$ cat config.mk
export PLATFORM = sky130hd
export DESIGN_NAME = ordered_list_insert_delete_search
export DESIGN_NICKNAME = d
export VERILOG_FILES = /design/src/rtl/olist_pkg.sv /design/src/rtl/olist_cell.sv /design/src/rtl/ordered_list_insert_delete_search.sv
export SDC_FILE = /design/constraint.sdc
export NUM_CORES = 2
export LEC_CHECK = 0
export ABC_AREA = 0
export BUFFER_PORTS_ARGS = -buffer_cell sky130_fd_sc_hd__buf_2
export CAP_MARGIN = 5
export CORE_MARGIN = 4
export CORE_UTILIZATION = 45
export CTS_CLUSTER_DIAMETER = 200
export DETAILED_ROUTE_END_ITERATION = 8
export PLACE_DENSITY = 0.69
export SYNTH_ARGS = -nofsm -noshare
export SYNTH_HDL_FRONTEND = slang
export SYNTH_HIERARCHICAL = 1
export SYNTH_SLANG_ARGS = --single-unit
$ cat constraint.sdc
create_clock -name clk -period 9.2 [get_ports clk]
set_input_delay 1.84 -clock clk [delete_from_list [all_inputs] [get_ports clk]]
set_output_delay 1.84 -clock clk [all_outputs]
set_load 0.02 [all_outputs]
$ cat src/rtl/olist_pkg.sv
// shared types and constants of the ordered list store
// no dependencies
`default_nettype none

package olist_pkg;

  localparam int DATA_W     = 32;
  localparam int POS_W      = 8;
  localparam int OP_W       = 2;
  localparam int STATUS_W   = 2;
  localparam int FIDX_W     = 4;
  localparam int CNT_OUT_W  = 5;

  typedef enum logic [OP_W-1:0] {
    OP_INSERT = 2'd0,
    OP_APPEND = 2'd1,
    OP_DELETE = 2'd2,
    OP_SEARCH = 2'd3
  } op_t;

  typedef enum logic [STATUS_W-1:0] {
    ST_OK        = 2'd0,
    ST_BAD_POS   = 2'd1,
    ST_NOT_FOUND = 2'd2,
    ST_FULL      = 2'd3
  } status_t;

  // request broadcast to every cell during a sweep
  typedef struct packed {
    op_t                      op;
    logic signed [DATA_W-1:0] value;
  } req_t;

  // token walking down the row of cells
  typedef struct packed {
    logic              valid;
    logic              found;
    logic [DATA_W-1:0] carry;
  } tok_t;

endpackage

`default_nettype wire

$ cat src/rtl/olist_cell.sv
// one storage cell of the ordered list row
// depends on olist_pkg
`default_nettype none

module olist_cell #(
  parameter int CAPACITY = 16,
  parameter int IDX      = 0
) (
  input  wire                                      clk,
  input  wire                                      rst_n,
  input  olist_pkg::req_t                          req,
  input  wire [$clog2(CAPACITY)-1:0]               ins_pos,
  input  wire [$clog2(CAPACITY+1)-1:0]             count,
  input  olist_pkg::tok_t                          tok_in,
  input  wire signed [olist_pkg::DATA_W-1:0]       right_val,
  output olist_pkg::tok_t                          tok_out,
  output logic signed [olist_pkg::DATA_W-1:0]      val_out
);
  import olist_pkg::*;

  localparam int IW = $clog2(CAPACITY);
  localparam int CW = $clog2(CAPACITY + 1);

  logic signed [DATA_W-1:0] val_r, val_nxt;
  tok_t                     tok_r;
  logic                     in_use, at_pos, match, hit;

  assign in_use  = CW'(IDX) < count;
  assign at_pos  = IW'(IDX) == ins_pos;
  assign match   = in_use && (val_r == req.value);
  assign hit     = tok_r.found || match;
  assign val_out = val_r;

  always_comb begin
    val_nxt = val_r;
    tok_out = tok_r;
    if (tok_r.valid) begin
      unique case (req.op)
        OP_INSERT, OP_APPEND: begin
          // shift up behind the insertion point
          if (tok_r.found) begin
            val_nxt       = tok_r.carry;
            tok_out.carry = val_r;
          end else if (at_pos) begin
            val_nxt       = req.value;
            tok_out.carry = val_r;
            tok_out.found = 1'b1;
          end
        end
        OP_DELETE: begin
          // from the first match on, pull the right neighbor in
          if (hit) begin
            val_nxt = right_val;
          end
          tok_out.found = hit;
        end
        OP_SEARCH: begin
          if (match && !tok_r.found) begin
            tok_out.found = 1'b1;
            tok_out.carry = DATA_W'(IDX);
          end
        end
      endcase
    end
  end

  always_ff @(posedge clk) begin
    if (!rst_n) begin
      tok_r <= '0;
    end else begin
      tok_r <= tok_in;
    end
  end

  always_ff @(posedge clk) begin
    val_r <= val_nxt;
  end

endmodule

`default_nettype wire

$ cat src/rtl/ordered_list_insert_delete_search.sv
// top level of the ordered list store: request control and the row of cells
// depends on olist_pkg and olist_cell
`default_nettype none

// ordered list of up to CAPACITY signed 32-bit words, entry 0 at the head
// input channel: in_operation, in_value, in_position are taken at a rising
//   edge where start is high and busy is low
// result channel: out_status, out_found_index, out_item_count are valid for
//   exactly one cycle while out_valid is high; the receiver cannot stall
// insert or append into a full list, or insert past the end: the result
//   shows in the cycle after the request, busy never rises, a new word can
//   follow every cycle
// every other request sends a token down the row of CAPACITY cells, one cell
//   per cycle, each cell comparing and shifting its own entry; the result
//   shows once the token has left the last cell, and busy stays high until
//   then, so no new word is taken while the token is in the row
// the next request may be given in the cycle its predecessor's result shows
// reset clears the entry count and any sweep in flight; entries themselves
//   are not cleared, only those below the count take part in a match
module ordered_list_insert_delete_search #(
  parameter int CAPACITY = 16
) (
  input  wire                                   clk,
  input  wire                                   rst_n,
  input  wire                                   start,
  output logic                                  busy,
  input  wire [olist_pkg::OP_W-1:0]             in_operation,
  input  wire signed [olist_pkg::DATA_W-1:0]    in_value,
  input  wire [olist_pkg::POS_W-1:0]            in_position,
  output logic                                  out_valid,
  output logic [olist_pkg::STATUS_W-1:0]        out_status,
  output logic [olist_pkg::FIDX_W-1:0]          out_found_index,
  output logic [olist_pkg::CNT_OUT_W-1:0]       out_item_count
);
  import olist_pkg::*;

  localparam int IW = $clog2(CAPACITY);
  localparam int CW = $clog2(CAPACITY + 1);

  // request and list state
  logic              busy_r;
  logic [CW-1:0]     cnt_r, cnt_nxt;
  req_t              req_r;
  logic [IW-1:0]     pos_r;

  // result registers
  logic              out_valid_r;
  status_t           out_status_r, status_nxt;
  logic [FIDX_W-1:0] out_fidx_r, fidx_nxt;
  logic [CW-1:0]     out_cnt_r;

  // row links
  tok_t                     tok_link [CAPACITY+1];
  logic signed [DATA_W-1:0] val_link [CAPACITY];

  op_t   in_op;
  logic  accept, full, bad_pos, reject, sweep_done;
  tok_t  end_tok;
  tok_t  head_tok;

  assign in_op   = op_t'(in_operation);
  assign accept  = start && !busy_r;
  assign full    = cnt_r == CW'(CAPACITY);
  assign bad_pos = 32'(in_position) > 32'(cnt_r);

  // requests that finish without a sweep
  always_comb begin
    reject     = 1'b0;
    status_nxt = ST_OK;
    unique case (in_op)
      OP_INSERT: begin
        if (full) begin
          reject     = 1'b1;
          status_nxt = ST_FULL;
        end else if (bad_pos) begin
          reject     = 1'b1;
          status_nxt = ST_BAD_POS;
        end
      end
      OP_APPEND: begin
        if (full) begin
          reject     = 1'b1;
          status_nxt = ST_FULL;
        end
      end
      OP_DELETE, OP_SEARCH: begin
        reject = 1'b0;
      end
    endcase
  end

  // token injected into the head cell
  always_comb begin
    head_tok       = '0;
    head_tok.valid = accept && !reject;
  end
  assign tok_link[0] = head_tok;

  assign end_tok    = tok_link[CAPACITY];
  assign sweep_done = end_tok.valid;

  // outcome of a finished sweep
  status_t       sweep_status;
  logic [FIDX_W-1:0] sweep_fidx;
  always_comb begin
    sweep_status = ST_OK;
    sweep_fidx   = '0;
    cnt_nxt      = cnt_r;
    case (req_r.op)
      OP_INSERT, OP_APPEND: begin
        cnt_nxt = cnt_r + CW'(1);
      end
      OP_DELETE: begin
        if (end_tok.found) begin
          cnt_nxt = cnt_r - CW'(1);
        end else begin
          sweep_status = ST_NOT_FOUND;
        end
      end
      OP_SEARCH: begin
        if (end_tok.found) begin
          sweep_fidx = FIDX_W'(end_tok.carry);
        end else begin
          sweep_status = ST_NOT_FOUND;
        end
      end
    endcase
  end
  assign fidx_nxt = sweep_fidx;

  // control state
  always_ff @(posedge clk) begin
    if (!rst_n) begin
      busy_r      <= 1'b0;
      out_valid_r <= 1'b0;
      cnt_r       <= '0;
    end else begin
      out_valid_r <= sweep_done || (accept && reject);
      if (sweep_done) begin
        busy_r <= 1'b0;
        cnt_r  <= cnt_nxt;
      end else if (accept && !reject) begin
        busy_r <= 1'b1;
      end
    end
  end

  // request and result payload
  always_ff @(posedge clk) begin
    if (accept && !reject) begin
      req_r.op    <= in_op;
      req_r.value <= in_value;
      // append lands at the tail
      pos_r       <= (in_op == OP_APPEND) ? IW'(cnt_r) : IW'(in_position);
    end
    if (sweep_done) begin
      out_status_r <= sweep_status;
      out_fidx_r   <= fidx_nxt;
      out_cnt_r    <= cnt_nxt;
    end else if (accept && reject) begin
      out_status_r <= status_nxt;
      out_fidx_r   <= '0;
      out_cnt_r    <= cnt_r;
    end
  end

  // the row of cells
  for (genvar i = 0; i < CAPACITY; i++) begin : g_cell
    logic signed [DATA_W-1:0] right_val;
    if (i == CAPACITY - 1) begin : g_last
      assign right_val = val_link[i];
    end else begin : g_mid
      assign right_val = val_link[i+1];
    end
    olist_cell #(
      .CAPACITY (CAPACITY),
      .IDX      (i)
    ) u_cell (
      .clk       (clk),
      .rst_n     (rst_n),
      .req       (req_r),
      .ins_pos   (pos_r),
      .count     (cnt_r),
      .tok_in    (tok_link[i]),
      .right_val (right_val),
      .tok_out   (tok_link[i+1]),
      .val_out   (val_link[i])
    );
  end

  assign busy            = busy_r;
  assign out_valid       = out_valid_r;
  assign out_status      = out_status_r;
  assign out_found_index = out_fidx_r;
  assign out_item_count  = CNT_OUT_W'(out_cnt_r);

endmodule

`default_nettype wire

==> flow_results.org <==
** Timing
- Post-route setup TNS :: 0 ns
- Static timing analysis puts the maximum clock frequency at 0.246 GHz.
- Clock skew on the completed layout was measured at around 0.027 ns.
- The number of slew-limit violations in the final report came to 0.
- After layout, the worst path uses 44.1% of the clock period.
- For the pin with the worst max-slew slack, the measured transition is ~1.3 ns.
- Minimum period implied by the final worst setup slack :: 4.06 ns
- # setup viols final :: 0
- The final count of hold timing violations was 0.
- Setup repair after global routing left no endpoint under its margin.
- In this run the tightest slew margin relative to its limit is approximately 17%.

** Placed design
- At the end of routability-driven placement, the weighted congestion stood at roughly 0.94.
- Detailed placement finished with a half-perimeter wire length of roughly 130,000 um.
- The count of buffers added on input and output ports is 57.

** Layout
- Area delta synth->final :: 10.7%
- Highest-count cells in the layout ignoring fill and taps :: sky130_fd_sc_hd__mux2i_1 (830), sky130_fd_sc_hd__nand2_1 (684), sky130_fd_sc_hd__o21ai_0 (600)
- Most common library cell in the layout ignoring fill and taps :: sky130_fd_sc_hd__mux2i_1
- In the final layout, the share of cells above drive strength 1 is 9.08%.
- At the end of the flow the core is filled with cells to between 50% and 60%.
- NumNets Final :: 5,843

** CTS
- In this run the clock root is driven by a sky130_fd_sc_hd__clkbuf_16.
- Clock-pin slew was measured on the worst setup and hold paths at roughly 0.060 ns.
- The clock tree synthesis step divided the H-tree into 3 levels.
- # Post-CTS Setup Buffers :: 0
- CTS Buf Count :: around 120
- In this run, post-CTS hold repair placed 0 buffers.
- The clock reaches the later pin of the worst-skew pair after 0.74 ns.
- In this run, post-CTS repair resized a total of 0 instances.
- TritonCTS built the clock tree.
- The clock net in this run drives a total of around 1,100 sinks.
- Maximum clock path buffer count :: 3

** Logic synthesis
- Post-synth design cell area :: between 50,000 and 60,000 um2
- The Yosys step of the flow raised 6 warnings.
- Synthesized netlist cell count :: 5,792
- In this run the mean area of a mapped cell was slightly above 10 um2.

** Worst hold path
- Kind of path behind the tightest hold check :: register to register
- Hold path depth :: 2

** Routing
- The pre-antenna-repair detailed-routing pass consisted of 8 iterations.
- Via density :: between 5 and 6
- Post-Route WL :: 193,000 um
- Initial drt markers :: roughly 5,300
- Number of nets with antenna violations after routing :: 0
- Wirelength per Cell :: between 20 and 30 um
- For this block, the via count after detailed routing is around 45,000.
- DR DRC count :: 0

** Global route
- The number of antenna violations at the first check in global routing came to 4.
- The via count of the first global-routing pass came to 43,700.
- Entering global routing, the biggest net connects ~230 pins.
- Met1 track demand over resource :: between 30% and 40%
- For this run, global-route usage on met3 was measured as between 5 and 6%.
- Global routing used between 20% and 30% of the available tracks across all layers.
- Met2 usage in global routing :: a little over two fifths
- First-pass GRT wire length :: between 200,000 and 300,000 um
- Total gr overflow :: 0
- Most heavily used metal layer in global routing :: met2

** Die
- Area of the die :: between 100,000 and 150,000 um2
- Die height :: ~370 um
- Starting density of the core :: 45.3%
- Top-level I/O count :: 58
- Measured along the x axis, the die boundary spans between 300 and 400 um.
- The total area inside the core boundary comes to ~130,000 um2.
- Number of standard-cell rows in the floorplan :: 132

** Critical path
- For the worst setup path, the data required time is 9.60 ns.
- CP max FO :: 18
- Worst Path Class, Setup :: register to register
- The worst setup path is launched from a register.
- R2r worst-path depth :: 8
- STA classifies the critical path endpoint as a register.
- Arrival time of the worst setup path :: roughly 4.5 ns

** Status
- Status :: finished clean

** Power and ir drop
- In this run the static leakage power is ~24 nW.
- VDD sags by at most around 0.00015 V.
- Total power per unit cell area :: 170 nW/um2

** Flow run
- Max cap viols :: 0
registers in the layout, indices dropped and copies added, names as in the netlist:
signal and flops:
out_found_index 4, out_status 2, out_item_count 5, g_cell.u_cell/tok_out 16, pos_r 4, g_cell.u_cell/val_out 512, req_r 34, g_cell.u_cell/tok_r 528
out_valid 1, cnt_r 5, busy 1
critical path, stage by stage, from the launching register on:
cell and delay, ns:
sky130_fd_sc_hd__edfxtp_1 0.32, sky130_fd_sc_hd__buf_4 0.38, sky130_fd_sc_hd__buf_4 0.46, sky130_fd_sc_hd__xor2_1 0.12
sky130_fd_sc_hd__nor4_1 0.49, sky130_fd_sc_hd__nand4_1 0.29, sky130_fd_sc_hd__nor4bb_1 0.36, sky130_fd_sc_hd__o311a_1 0.83
sky130_fd_sc_hd__buf_4 0.41
per-stage QoR:
| stage | setup WS, ns | std cells | cell area [um2] | power (mW) | hold slack [ns] |
|---|---|---|---|---|---|
| 6_report | 5.14 | 7636 | 64800 | 11.0 | 0.515 |
| 5_1_grt | 5.06 | 7635 | 64800 | 11.3 | 0.546 |
| 4_1_cts | 5.26 | 7634 | 64800 | 11.0 | 0.519 |
| 3_5_place_dp | 4.76 | 7416 | 60900 | 6.22 | 0.510 |
| 3_3_place_gp | 4.69 | 7416 | 60900 | 6.20 | 0.509 |
| 2_1_floorplan | 4.16 | 5824 | 58700 | 5.92 | 0.524 |
power by group:
group	total [mW]	leakage, nW	internal [mW]	switching [mW]
Combinational	0.833	13.0	0.263	0.570
Clock	4.87	1.94	2.82	2.05
Sequential	5.31	9.54	5.27	0.0365
routing by layer:
metal,share of wire (%),wire length [um]
met1,41,78800
met2,44,84500
met3,9.6,18500
met4,6.0,11600
met5,0.0062,12
layout make-up:
cell class / count / area (um2)
Sequential cell: 1112 / 27900
Fill cell: 11700 / 64500
Timing Repair Buffer: 209 / 1450
Antenna cell: 2 / 5.00
Tap cell: 1742 / 2180
Clock buffer: 180 / 3520
Inverter: 74 / 278
Multi-Input combinational cell: 4279 / 29100
Clock inverter: 38 / 408
path summary, 6_finish.rpt:
kind,startpoint,end,slack [ns]
worst max-delay path,req_r[5]$_DFFE_PP_,g_cell[5].u_cell/val_out[11]$_DFFE_PP_,5.14
worst min-delay path,busy$_SDFFE_PP0P_,busy$_SDFFE_PP0P_,0.51
worst max register to register,req_r[5]$_DFFE_PP_,g_cell[5].u_cell/val_out[11]$_DFFE_PP_,5.14
worst min register to register,busy$_SDFFE_PP0P_,busy$_SDFFE_PP0P_,0.51
Note: power is estimated with default switching activity, not from simulation.
